$ cat config.mk
export PLATFORM = sky130hd
export DESIGN_NAME = dram_row_buffer_timing_core
export DESIGN_NICKNAME = d
export VERILOG_FILES = /design/src/hdl/drbt_pkg.sv /design/src/hdl/drbt_bank_fold.sv /design/src/hdl/dram_row_buffer_timing_core.sv
export SDC_FILE = /design/constraint.sdc
export NUM_CORES = 1
export LEC_CHECK = 0
export BUFFER_PORTS_ARGS = -buffer_cell sky130_fd_sc_hd__buf_2
export CAP_MARGIN = 20
export CELL_PAD_IN_SITES_DETAIL_PLACEMENT = 1
export CELL_PAD_IN_SITES_GLOBAL_PLACEMENT = 2
export CORE_MARGIN = 2
export CORE_UTILIZATION = 30
export CTS_BUF_LIST = sky130_fd_sc_hd__clkbuf_4
export CTS_CLUSTER_SIZE = 40
export DETAILED_ROUTE_END_ITERATION = 16
export GPL_ROUTABILITY_DRIVEN = 1
export GPL_TIMING_DRIVEN = 1
export HOLD_SLACK_MARGIN = 0.1
export PLACE_DENSITY = 0.58
export SYNTH_ARGS = -nofsm -noshare
export SYNTH_HDL_FRONTEND = slang
export SYNTH_HIERARCHICAL = 1
export SYNTH_SLANG_ARGS = --single-unit
$ cat constraint.sdc
create_clock -name clk -period 7.95 [get_ports clk]
set_input_delay 0.3975 -clock clk [delete_from_list [all_inputs] [get_ports clk]]
set_output_delay 0.3975 -clock clk [all_outputs]
set_load 0.01 [all_outputs]
$ cat src/hdl/drbt_pkg.sv
`default_nettype none

package drbt_pkg;

	// Fixed field widths
	localparam int LAT_W     = 10;
	localparam int TIM_W     = 8;
	localparam int CNT_W     = 48;
	localparam int CFG_W     = 10;
	localparam int CFG_IDX_W = 3;

	// Folded bank residue: up to eight byte residues of at most 63 each
	localparam int FOLD_W = 9;

	// Configuration register indexes
	localparam logic [CFG_IDX_W-1:0] CFG_ROW_MODE  = 3'd0;
	localparam logic [CFG_IDX_W-1:0] CFG_FIXED_LAT = 3'd1;
	localparam logic [CFG_IDX_W-1:0] CFG_T_ACT     = 3'd2;
	localparam logic [CFG_IDX_W-1:0] CFG_T_COL     = 3'd3;
	localparam logic [CFG_IDX_W-1:0] CFG_T_PRE     = 3'd4;
	localparam logic [CFG_IDX_W-1:0] CFG_T_BUS     = 3'd5;

	// Configuration reset values
	localparam logic             RST_ROW_MODE  = 1'b1;
	localparam logic [LAT_W-1:0] RST_FIXED_LAT = 10'd100;
	localparam logic [TIM_W-1:0] RST_T_ACT     = 8'd45;
	localparam logic [TIM_W-1:0] RST_T_COL     = 8'd45;
	localparam logic [TIM_W-1:0] RST_T_PRE     = 8'd45;
	localparam logic [TIM_W-1:0] RST_T_BUS     = 8'd10;

	localparam logic [CNT_W-1:0] CNT_MAX = {CNT_W{1'b1}};

	// Access classification
	typedef enum logic [1:0] {
		OUT_HIT      = 2'd0,
		OUT_EMPTY    = 2'd1,
		OUT_CONFLICT = 2'd2,
		OUT_FIXED    = 2'd3
	} outcome_t;

endpackage

`default_nettype wire

$ cat src/hdl/drbt_bank_fold.sv
`default_nettype none

// Bank select = line address modulo BANK_COUNT, computed in two halves.
// First half: each address byte goes through a residue table that already
// folds in its byte weight, and the residues are summed (narrow result).
// Second half: the sum is reduced to a bank number with two table lookups.
module drbt_bank_fold #(
	parameter int BANK_COUNT   = 16,
	parameter int ADDRESS_BITS = 32
) (
	input  wire logic [ADDRESS_BITS-1:0]         addr,
	output logic      [drbt_pkg::FOLD_W-1:0]     fold,
	input  wire logic [drbt_pkg::FOLD_W-1:0]     fold_in,
	output logic      [$clog2(BANK_COUNT)-1:0]   bank
);
	import drbt_pkg::*;

	localparam int BW    = $clog2(BANK_COUNT);
	localparam int NCH   = (ADDRESS_BITS + 7) / 8;
	localparam int PAD_W = NCH * 8;
	localparam int K256  = 256 % BANK_COUNT;

	logic [PAD_W-1:0] addr_pad;
	logic [BW-1:0]    res_tab [NCH][256];
	logic [6:0]       part_sum;

	assign addr_pad = PAD_W'(addr);

	// Constant tables: (byte * 2^(8j)) mod BANK_COUNT
	for (genvar j = 0; j < NCH; j++) begin : g_chunk
		for (genvar c = 0; c < 256; c++) begin : g_ent
			localparam longint unsigned WGT = (64'd1 << (8 * j)) % BANK_COUNT;
			localparam longint unsigned VAL = ((c % BANK_COUNT) * WGT) % BANK_COUNT;
			assign res_tab[j][c] = BW'(VAL);
		end
	end

	// Sum of byte residues, congruent to the address
	always_comb begin
		fold = '0;
		for (int j = 0; j < NCH; j++) begin
			fold = fold + FOLD_W'(res_tab[j][addr_pad[8*j +: 8]]);
		end
	end

	// Final reduction: fold_in < 512, low byte plus weighted top bit, then one more lookup
	assign part_sum = 7'(res_tab[0][fold_in[7:0]]) + (fold_in[8] ? 7'(K256) : 7'd0);
	assign bank     = res_tab[0][{1'b0, part_sum}];

endmodule

`default_nettype wire

$ cat src/hdl/dram_row_buffer_timing_core.sv
`default_nettype none

// Channel   | Direction | Handshake          | Payload
// ----------+-----------+--------------------+------------------------------------------
// request   | in        | in_valid/in_ready  | req_type, line_address
// response  | out       | out_valid/out_ready| latency, outcome, read/write counts+totals
// config    | in        | cfg_we (no wait)   | cfg_index, cfg_data
//
// Three register stages: input capture with byte-residue fold, bank select,
// then bank table read-modify-write plus counter update into the output
// registers. out_valid rises when an accepted transaction has moved through
// stages 1 and 2 into the output register. One transaction per cycle
// sustained while out_ready is high; the bank table read-modify-write in the
// last stage keeps pace. Each stage advances when empty or when the next one
// advances, so a stalled output only holds back stages that are full. Reset
// clears open-row valid bits, counters and stage valids; config returns to defaults.
module dram_row_buffer_timing_core #(
	parameter int BANK_COUNT   = 16,
	parameter int ADDRESS_BITS = 32
) (
	input  wire logic                              clk,
	input  wire logic                              arst_n,
	// request
	input  wire logic                              in_valid,
	output logic                                   in_ready,
	input  wire logic                              req_type,
	input  wire logic [ADDRESS_BITS-1:0]           line_address,
	// response
	output logic                                   out_valid,
	input  wire logic                              out_ready,
	output logic      [drbt_pkg::LAT_W-1:0]        latency,
	output logic      [1:0]                        outcome,
	output logic      [drbt_pkg::CNT_W-1:0]        read_count,
	output logic      [drbt_pkg::CNT_W-1:0]        write_count,
	output logic      [drbt_pkg::CNT_W-1:0]        read_delay_total,
	output logic      [drbt_pkg::CNT_W-1:0]        write_delay_total,
	// configuration
	input  wire logic                              cfg_we,
	input  wire logic [drbt_pkg::CFG_IDX_W-1:0]    cfg_index,
	input  wire logic [drbt_pkg::CFG_W-1:0]        cfg_data
);
	import drbt_pkg::*;

	localparam int BW = $clog2(BANK_COUNT);

	// Configuration registers
	logic             row_mode_q;
	logic [LAT_W-1:0] fixed_lat_q;
	logic [TIM_W-1:0] t_act_q;
	logic [TIM_W-1:0] t_col_q;
	logic [TIM_W-1:0] t_pre_q;
	logic [TIM_W-1:0] t_bus_q;

	// Pipeline
	logic                    vld_s1, vld_s2, out_vld_q;
	logic                    adv1, adv2, adv_out;
	logic                    fire_in, fire1, fire2;
	logic                    type_s1, type_s2;
	logic [ADDRESS_BITS-1:0] addr_s1, addr_s2;
	logic [FOLD_W-1:0]       fold_in_w, fold_s1;
	logic [BW-1:0]           bank_w, bank_s2;

	// Open-page table
	logic [BANK_COUNT-1:0]   bank_vld_q;
	logic [ADDRESS_BITS-1:0] bank_addr_q [BANK_COUNT];

	// Last stage results
	logic                    open_vld;
	logic [ADDRESS_BITS-1:0] open_addr;
	logic [LAT_W-1:0]        lat_base, lat_nxt;
	outcome_t                outc_nxt;
	logic [LAT_W-1:0]        lat_q;
	outcome_t                outc_q;

	// Counters (double as response registers)
	logic [CNT_W-1:0] rd_cnt_q, wr_cnt_q, rd_sum_q, wr_sum_q;
	logic [CNT_W:0]   rd_sum_add, wr_sum_add;

	// Config writes
	always_ff @(posedge clk or negedge arst_n) begin
		if (!arst_n) begin
			row_mode_q  <= RST_ROW_MODE;
			fixed_lat_q <= RST_FIXED_LAT;
			t_act_q     <= RST_T_ACT;
			t_col_q     <= RST_T_COL;
			t_pre_q     <= RST_T_PRE;
			t_bus_q     <= RST_T_BUS;
		end else if (cfg_we) begin
			unique case (cfg_index)
				CFG_ROW_MODE:  row_mode_q  <= cfg_data[0];
				CFG_FIXED_LAT: fixed_lat_q <= cfg_data[LAT_W-1:0];
				CFG_T_ACT:     t_act_q     <= cfg_data[TIM_W-1:0];
				CFG_T_COL:     t_col_q     <= cfg_data[TIM_W-1:0];
				CFG_T_PRE:     t_pre_q     <= cfg_data[TIM_W-1:0];
				CFG_T_BUS:     t_bus_q     <= cfg_data[TIM_W-1:0];
				default: ;
			endcase
		end
	end

	// Stage flow control
	assign adv_out  = !out_vld_q || out_ready;
	assign adv2     = !vld_s2 || adv_out;
	assign adv1     = !vld_s1 || adv2;
	assign in_ready = adv1;
	assign fire_in  = in_valid && adv1;
	assign fire1    = vld_s1 && adv2;
	assign fire2    = vld_s2 && adv_out;

	always_ff @(posedge clk or negedge arst_n) begin
		if (!arst_n) begin
			vld_s1    <= 1'b0;
			vld_s2    <= 1'b0;
			out_vld_q <= 1'b0;
		end else begin
			if (adv1)    vld_s1    <= in_valid;
			if (adv2)    vld_s2    <= vld_s1;
			if (adv_out) out_vld_q <= vld_s2;
		end
	end

	// Bank select
	drbt_bank_fold #(
		.BANK_COUNT   (BANK_COUNT),
		.ADDRESS_BITS (ADDRESS_BITS)
	) u_bank_fold (
		.addr    (line_address),
		.fold    (fold_in_w),
		.fold_in (fold_s1),
		.bank    (bank_w)
	);

	// Stage payloads
	always_ff @(posedge clk) begin
		if (fire_in) begin
			type_s1 <= req_type;
			addr_s1 <= line_address;
			fold_s1 <= fold_in_w;
		end
		if (fire1) begin
			type_s2 <= type_s1;
			addr_s2 <= addr_s1;
			bank_s2 <= bank_w;
		end
	end

	// Classify against the open row; same bank and same address means same row
	assign open_vld  = bank_vld_q[bank_s2];
	assign open_addr = bank_addr_q[bank_s2];
	assign lat_base  = LAT_W'(t_col_q) + LAT_W'(t_bus_q);

	always_comb begin
		priority if (!row_mode_q) begin
			lat_nxt  = fixed_lat_q;
			outc_nxt = OUT_FIXED;
		end else if (open_vld && open_addr == addr_s2) begin
			lat_nxt  = lat_base;
			outc_nxt = OUT_HIT;
		end else if (!open_vld) begin
			lat_nxt  = lat_base + LAT_W'(t_act_q);
			outc_nxt = OUT_EMPTY;
		end else begin
			lat_nxt  = lat_base + LAT_W'(t_act_q) + LAT_W'(t_pre_q);
			outc_nxt = OUT_CONFLICT;
		end
	end

	// Open-page table update
	always_ff @(posedge clk or negedge arst_n) begin
		if (!arst_n) begin
			bank_vld_q <= '0;
		end else if (fire2 && row_mode_q) begin
			bank_vld_q[bank_s2] <= 1'b1;
		end
	end

	always_ff @(posedge clk) begin
		if (fire2 && row_mode_q) begin
			bank_addr_q[bank_s2] <= addr_s2;
		end
	end

	// Saturating totals
	assign rd_sum_add = {1'b0, rd_sum_q} + (CNT_W+1)'(lat_nxt);
	assign wr_sum_add = {1'b0, wr_sum_q} + (CNT_W+1)'(lat_nxt);

	always_ff @(posedge clk or negedge arst_n) begin
		if (!arst_n) begin
			rd_cnt_q <= '0;
			wr_cnt_q <= '0;
			rd_sum_q <= '0;
			wr_sum_q <= '0;
		end else if (fire2) begin
			if (type_s2) begin
				if (wr_cnt_q != CNT_MAX) wr_cnt_q <= wr_cnt_q + CNT_W'(1);
				wr_sum_q <= wr_sum_add[CNT_W] ? CNT_MAX : wr_sum_add[CNT_W-1:0];
			end else begin
				if (rd_cnt_q != CNT_MAX) rd_cnt_q <= rd_cnt_q + CNT_W'(1);
				rd_sum_q <= rd_sum_add[CNT_W] ? CNT_MAX : rd_sum_add[CNT_W-1:0];
			end
		end
	end

	// Response registers
	always_ff @(posedge clk) begin
		if (fire2) begin
			lat_q  <= lat_nxt;
			outc_q <= outc_nxt;
		end
	end

	assign out_valid         = out_vld_q;
	assign latency           = lat_q;
	assign outcome           = outc_q;
	assign read_count        = rd_cnt_q;
	assign write_count       = wr_cnt_q;
	assign read_delay_total  = rd_sum_q;
	assign write_delay_total = wr_sum_q;

`ifndef SYNTH
	// Backpressure only when every stage holds a transaction
	a_full_when_stalled: assert property (@(posedge clk) disable iff (!arst_n)
		!in_ready |-> (vld_s1 && vld_s2 && out_vld_q))
		else $error("in_ready low with a free pipeline slot");

	// A write leaves the read counters alone
	a_write_keeps_reads: assert property (@(posedge clk) disable iff (!arst_n)
		(fire2 && type_s2) |=> ($stable(rd_cnt_q) && $stable(rd_sum_q)))
		else $error("read counters changed on a write");

	// Delay totals never go backwards
	a_sum_monotonic: assert property (@(posedge clk) disable iff (!arst_n)
		1'b1 |=> (rd_sum_q >= $past(rd_sum_q) && wr_sum_q >= $past(wr_sum_q)))
		else $error("delay total decreased");
`endif

endmodule

`default_nettype wire
Yosys cells after proc, flatten, opt, wreduce, memory -nomap -nowiden
Memory sizes are Yosys's and may differ from the RTL's. A register that Yosys moved wholly into a read port is not among the register bits. Cells that the tools add are included.

Bits in registers: 340. Latch bits: 0. RAM bits: 512. ROM bits: 6144. Input port bits: 51. Output and inout bits: 206. Logic and storage cells: 107. Memories kept: 7.

Add/sub/neg operators: 10. Multiply operators: 0. Divide/modulo/power cells: 0. $lt $le $gt $ge: 7. Equal/unequal tests: 8. Shift operators: 0. Multiplexer cells: 23. Bitwise logic cells: 8. Reduce and logical (&&, ||, !) cells: 23.

Memories: (no name shown) (words 256, width 4, read ports 1, clocked after memory_dff 0, write ports 0, RTL line drbt_bank_fold.sv:42) `fold = fold + FOLD_W'(res_tab[j][addr_pad[8*j +: 8]]);`; (no name shown) (words 256, width 4, read ports 1, clocked after memory_dff 0, write ports 0, RTL line drbt_bank_fold.sv:42); (no name shown) (words 256, width 4, read ports 1, clocked after memory_dff 1, write ports 0, RTL line drbt_bank_fold.sv:48) `assign bank = res_tab[0][{1'b0, part_sum}];`; (no name shown) (words 256, width 4, read ports 1, clocked after memory_dff 0, write ports 0, RTL line drbt_bank_fold.sv:42); (no name shown) (words 256, width 4, read ports 1, clocked after memory_dff 0, write ports 0, RTL line drbt_bank_fold.sv:47) `assign part_sum = 7'(res_tab[0][fold_in[7:0]]) + (fold_in[8] ? 7'(K256) : 7'd0);`; (no name shown) (words 256, width 4, read ports 1, clocked after memory_dff 0, write ports 0, RTL line drbt_bank_fold.sv:42); +1 memories.

Operator list (number): 48-bit by 10-bit adder with 49-bit output (2); 48-bit by 1-bit adder with 48-bit output (second input constant) (2); 48-bit two-way mux (2); 48-bit != test (second input constant) (2); 9-bit greater-or-equal comparator (second input constant) (5); 8-bit NOT with 9-bit output (5); 4-bit two-way mux (10); 32-bit == test (1); 10-bit two-way mux (3); 8-bit by 4-bit adder with 8-bit output (2); 16-bit bitwise OR (1); 2-bit AND reduction (8); 10-bit by 8-bit adder with 10-bit output (1); 9-bit by 8-bit adder with 10-bit output (1); 8-bit by 8-bit adder with 9-bit output (1); 4-bit NOT with 9-bit output (1); 3-bit by 2-bit == test with 1-bit output (second input constant) (2); 3-bit == test (second input constant) (2); 1-bit logical AND (6); 3-bit AND reduction (2); 4-bit by 4-bit adder with 5-bit output (1); 4-bit by 5-bit < comparator with 1-bit output (second input constant) (1); 1-bit binary-select mux with 4-bit select (1); 1-bit demux with 4-bit select (1); other kinds (8) (16).

Depth between registers and ports, before layout
Depth in word-level cells: 8. Depth in mapped cells: 29. Depth with buffers taken out: 27.

Modules after synthesis
Netlist, hierarchy kept.

Modules (own cells, without submodules): dram_row_buffer_timing_core (instances 1, cells an instance 2333, area each 36563.8 um^2, sequential area each 24566.1 um^2); drbt_bank_fold (instances 1, cells an instance 14, area each 101.3 um^2, sequential area each 0.0 um^2).

Worst setup path before layout
OpenSTA, ideal clock, no wires.

Kind: reg2reg. Start: reg t_col_q[0]. End: reg rd_sum_q[29] (netlist: read_delay_total[29]). Setup time: 0.125 ns. Arrival time: 5.486 ns. Data required time: 7.825 ns. Path slack: 2.339 ns. Stages on the path, launching flop included: 27. Clock period less this slack: 5.611 ns. Path through: dfstp_2 -> ha_1 -> fa_1 -> ha_1 -> a21o_1 -> a21oi_1 -> o21ai_0 -> a211oi_1 -> a21oi_1 -> ha_1 -> o21a_1 -> o31ai_1 -> a211oi_1 -> o21a_1 -> mux2_2 -> a22oi_1 -> o31ai_1 -> ha_1 -> and2_1 -> nor2_1 -> nand2_1 -> o21ai_1 -> or3_1 -> clkbuf_1 -> clkbuf_1 -> nand2_1 -> mux2_2.

Cells in the longest elaborated chain, start to end: 8.

RTL lines: start, declared (RTL line dram_row_buffer_timing_core.sv:50) `logic [TIM_W-1:0] t_col_q;`; start signal, assigned (RTL line dram_row_buffer_timing_core.sv:93) `CFG_T_COL: t_col_q <= cfg_data[TIM_W-1:0];`; 8-bit by 8-bit adder with 9-bit output (*) (RTL line dram_row_buffer_timing_core.sv:150) `assign lat_base = LAT_W'(t_col_q) + LAT_W'(t_bus_q);`; 9-bit by 8-bit adder with 10-bit output (*) (RTL line dram_row_buffer_timing_core.sv:160, dram_row_buffer_timing_core.sv:163); 10-bit by 8-bit adder with 10-bit output (RTL line dram_row_buffer_timing_core.sv:163) `lat_nxt = lat_base + LAT_W'(t_act_q) + LAT_W'(t_pre_q);`; 10-bit two-way mux (*) (RTL line dram_row_buffer_timing_core.sv:159) `end else if (!open_vld) begin`; 10-bit two-way mux (*) (RTL line dram_row_buffer_timing_core.sv:156) `end else if (open_vld && open_addr == addr_s2) begin`; 10-bit two-way mux (*) (RTL line dram_row_buffer_timing_core.sv:153) `priority if (!row_mode_q) begin`; net lat_nxt[9] (RTL line dram_row_buffer_timing_core.sv:70) `logic [LAT_W-1:0] lat_base, lat_nxt;`; 48-bit by 10-bit adder with 49-bit output (*) (RTL line dram_row_buffer_timing_core.sv:184) `assign rd_sum_add = {1'b0, rd_sum_q} + (CNT_W+1)'(lat_nxt);`; 48-bit two-way mux (*) (RTL line dram_row_buffer_timing_core.sv:199) `rd_sum_q <= rd_sum_add[CNT_W] ? CNT_MAX : rd_sum_add[CNT_W-1:0];`; end signal, assigned (RTL line dram_row_buffer_timing_core.sv:199); end, declared (RTL line dram_row_buffer_timing_core.sv:76) `logic [CNT_W-1:0] rd_cnt_q, wr_cnt_q, rd_sum_q, wr_sum_q;`.

The timed path passes the listed nets; every way through them passes the cells marked *. A chain may end at the register's enable or synchronous reset.

==> results by group <==
Outcome
  – Status: finished, final reports clean

Detailed routing
  – Initial drt markers: around 970
  – Drt total wl: 104 mm
  – Via count: ~23,000
  – Drt pass-1 iters: 5
  – DRC Markers: 0
  – Via-to-Cell Ratio: 4.81
  – Drt wl/cell: 22.0 µm
  – Final ANT Viol Nets: 0

CTS
  – Clock transition at path regs: 0.07 ns
  – H-tree Lvls: 4
  – Worst-skew pair later-pin latency: 1.15 ns
  – CTS tree: done
  – Clock root buffer: clkbuf_4
  – CTS resizes: 0
  – CTS Buf Count: 237
  – Worst-case clock buffer depth: 3
  – TritonCTS sink count: 856

STA
  – Final Cycle Share: 0.916
  – Clk_skew: 0.0609 ns
  – Worst Max-Slew Pin Slew: 1.12 ns
  – Period minus WS final: around 7.3 ns
  – Setup WS post-layout: 0.670 ns
  – Sum Neg Setup Slack: 0 ns
  – FMAX: between 0.1 and 0.15 GHz
  – Final Hold Viols: 0
  – Max_slew headroom: 0.253
  – Final setup fails: 0
  – Max-slew violation count: 0
  – RSZ-0062 raised after global routing: no

Yosys
  – Syn Nets: roughly 2,400
  – YS warnings: 6
  – Post-Syn Instances: between 2,000 and 2,500
  – Mapped cell area: approximately 36,000 µm²
  – Mapped Avg Cell Area: 15.6 µm²

Floorplan
  – Ports: 257
  – Std-Cell Rows: about 130
  – Die Y: 353 µm
  – Die span in x: around 350 µm
  – Initial Util: 0.303
  – Die area: 124,000 µm²
  – CORE AREA: 120,000 µm²

Min path
  – Min-delay worst type: input pin to flip-flop

Global route
  – Vias in the first global route: 25,400
  – Pin count of the biggest net entering global routing: 156
  – First-pass GRT wire length: 160 mm
  – Initial antenna violation count: 5
  – Global Route Usage Sum: 0.169
  – Total gr overflow: 0

Final layout
  – Final nets: 3,030
  – Register area: roughly 24,000 µm²
  – Final Cell Area: 44,200 µm²
  – Layout fillers: 12,600
  – Area of the multi-input gates: about 12,000 µm²
  – Layout area overhead: 21.3%
  – Final non-filler cell total: 4,735
  – Layout cells sized above 1: 0.315

Placement
  – Gp weighted congestion: 0.790
  – Pre-CTS WS: roughly 0.55 ns
  – Dpl cell area: about 40,000 µm²
  – Dpl cells: 4,194
  – Hpwl dp: 65.5 mm
  – I/O Buffers: between 200 and 300

Power and ir drop
  – Pwr/cell area: 291 nW/µm²
  – Worst IR Drop VDD: 146 µV
  – Combinational fraction of design power: 0.260
  – Clock group share of total power: 0.318
  – Sw frac: 0.316
  – Leakage Power: 17.2 nW
  – Switching power: 4.07 mW
  – Flop pwr share: 0.422
  – Internal power: slightly below 9 mW

Critical path
  – CP endpoint kind: flip-flop
  – Setup crit end: read_delay_total[47]$_DFFE_PN0P_
  – Arr. time, crit path: 8.32 ns
  – Critical path peak fanout: 33
  – Type of origin of the critical path: flip-flop
  – Critical path class: flip-flop to flip-flop
  – FF-to-FF End: read_delay_total[47]$_DFFE_PN0P_
  – R2r worst-path depth: 20
  – CP required: ~9.0 ns
  – R2r setup slk: around 0.67 ns

Job
  – Max-Cap Viols: 0
## metal layers
layer / track usage / routed length (µm) / vias up
met2: 0.277 / 50700 / 547
met1: 0.209 / 44500 / 11800
met3: 0.0572 / 6860 / 164
met4: 0.0562 / 2250 / 6
li1: - / - / 10300
met5: 0 / 28 / -
## power groups by stage
| stage | clock network [mW] | registers (mW) | logic (mW) |
|---|---|---|---|
| 3_5_place_dp | 0 | 5.54 | 3.33 |
| 2_1_floorplan | 0 | 5.44 | 2.31 |
| 4_1_cts | 4.29 | 5.45 | 3.40 |
| 6_report | 4.10 | 5.44 | 3.35 |
| 5_1_grt | 4.52 | 5.49 | 3.73 |
| 3_3_place_gp | 0 | 5.52 | 3.28 |
## through the flow
stage | power [mW] | hold WS (ns) | util
final | 12.9 | 0.336 | 0.368
after global routing | 13.7 | 0.215 | 0.368
after CTS | 13.1 | 0.151 | 0.368
after detailed placement | 8.86 | 0.406 | 0.333
after global placement | 8.80 | 0.401 | 0.333
after floorplan | 7.75 | 0.102 | -
## worst min-delay path by stage
stage | depth (start not counted) | slack [ns] | start | endpoint
after floorplan | 0 | 0.10 | arst_n | bank_vld_q[0]$_DFFE_PN0P_
after global placement | 0 | 0.40 | addr_s1[0]$_DFFE_PP_ | addr_s2[0]$_DFFE_PP_
after detailed placement | 0 | 0.41 | addr_s1[13]$_DFFE_PP_ | addr_s2[13]$_DFFE_PP_
after CTS | 5 | 0.15 | cfg_index[1] | t_pre_q[1]$_DFFE_PN0P_
after global routing | 4 | 0.21 | cfg_index[1] | t_pre_q[1]$_DFFE_PN0P_
final | 4 | 0.34 | cfg_index[1] | t_pre_q[1]$_DFFE_PN0P_
## what timing repair did
item                                    4_1_cts  5_1_grt
setup buffers                                 0        0
hold buffers                                107        0
endpoints found under the setup margin        0        0
hold endpoints to repair                    402        0
## critical path: stages, from the launching register on
cell and delay, ns:
dfxtp_4 0.80, buf_4 0.44, mux4_2 0.56, mux2i_1 0.14, mux2i_1 0.10, xor2_1 0.18, nor4_1 0.59, nand4b_2 0.32
nor3_1 0.47, mux2_2 0.41, a211o_1 0.34, fa_1 0.46, nor2b_1 0.14, o21ai_0 0.13, a21boi_0 0.25, o21ai_0 0.16
a21boi_0 0.38, o21ai_1 0.18, or3_1 0.66, and2_1 0.29, a31oi_1 0.15
## state kept, by name, summed over array words and instances (netlist names), 8 cells and up, named ones only
register / flops
write_count: 48
fixed_lat_q: 10
read_count: 48
addr_s2: 32
t_act_q: 8
bank_vld_q: 16
read_delay_total: 48
bank_addr_q: 512
t_pre_q: 8
addr_s1: 32
write_delay_total: 48
t_col_q: 8
t_bus_q: 8
latency: 10
## placed cells by master, fill, tap and decap left out, types with 8 or more instances in the layout
cell / instances
edfxtp_1: 598
clkbuf_4: 373
buf_2: 255
dfrtp_1: 236
xnor2_1: 140
nand2_1: 137
dlygate4sd3_1: 106
mux4_2: 103
mux2_2: 93
mux2i_1: 92
nand3_1: 79
nor2_1: 78
xor2_1: 68
buf_4: 67
a21oi_1: 56
nand4_1: 49
ha_1: 46
and3_1: 45
inv_1: 43
o21ai_0: 42
clkinv_1: 40
and4_1: 31
nor3_1: 28
nor2b_1: 24
nor4_1: 20
or2_2: 19
and2_1: 18
o22a_1: 18
dfstp_2: 18
nand2b_1: 16
a211oi_1: 12
nor2_4: 12
o22ai_1: 10
a21o_1: 9
o21a_1: 8
or3_1: 8
## cell type report
cell class / instances / share of cell area
Antenna cell: 5 / 0.000283
Clock buffer: 373 / 0.0633
Clock inverter: 56 / 0.00721
Inverter: 44 / 0.00373
Multi-Input combinational cell: 1354 / 0.260
Sequential cell: 856 / 0.552
Tap cell: 1612 / 0.0456
Timing Repair Buffer: 435 / 0.0674
Power figures use the tool's default switching activity.
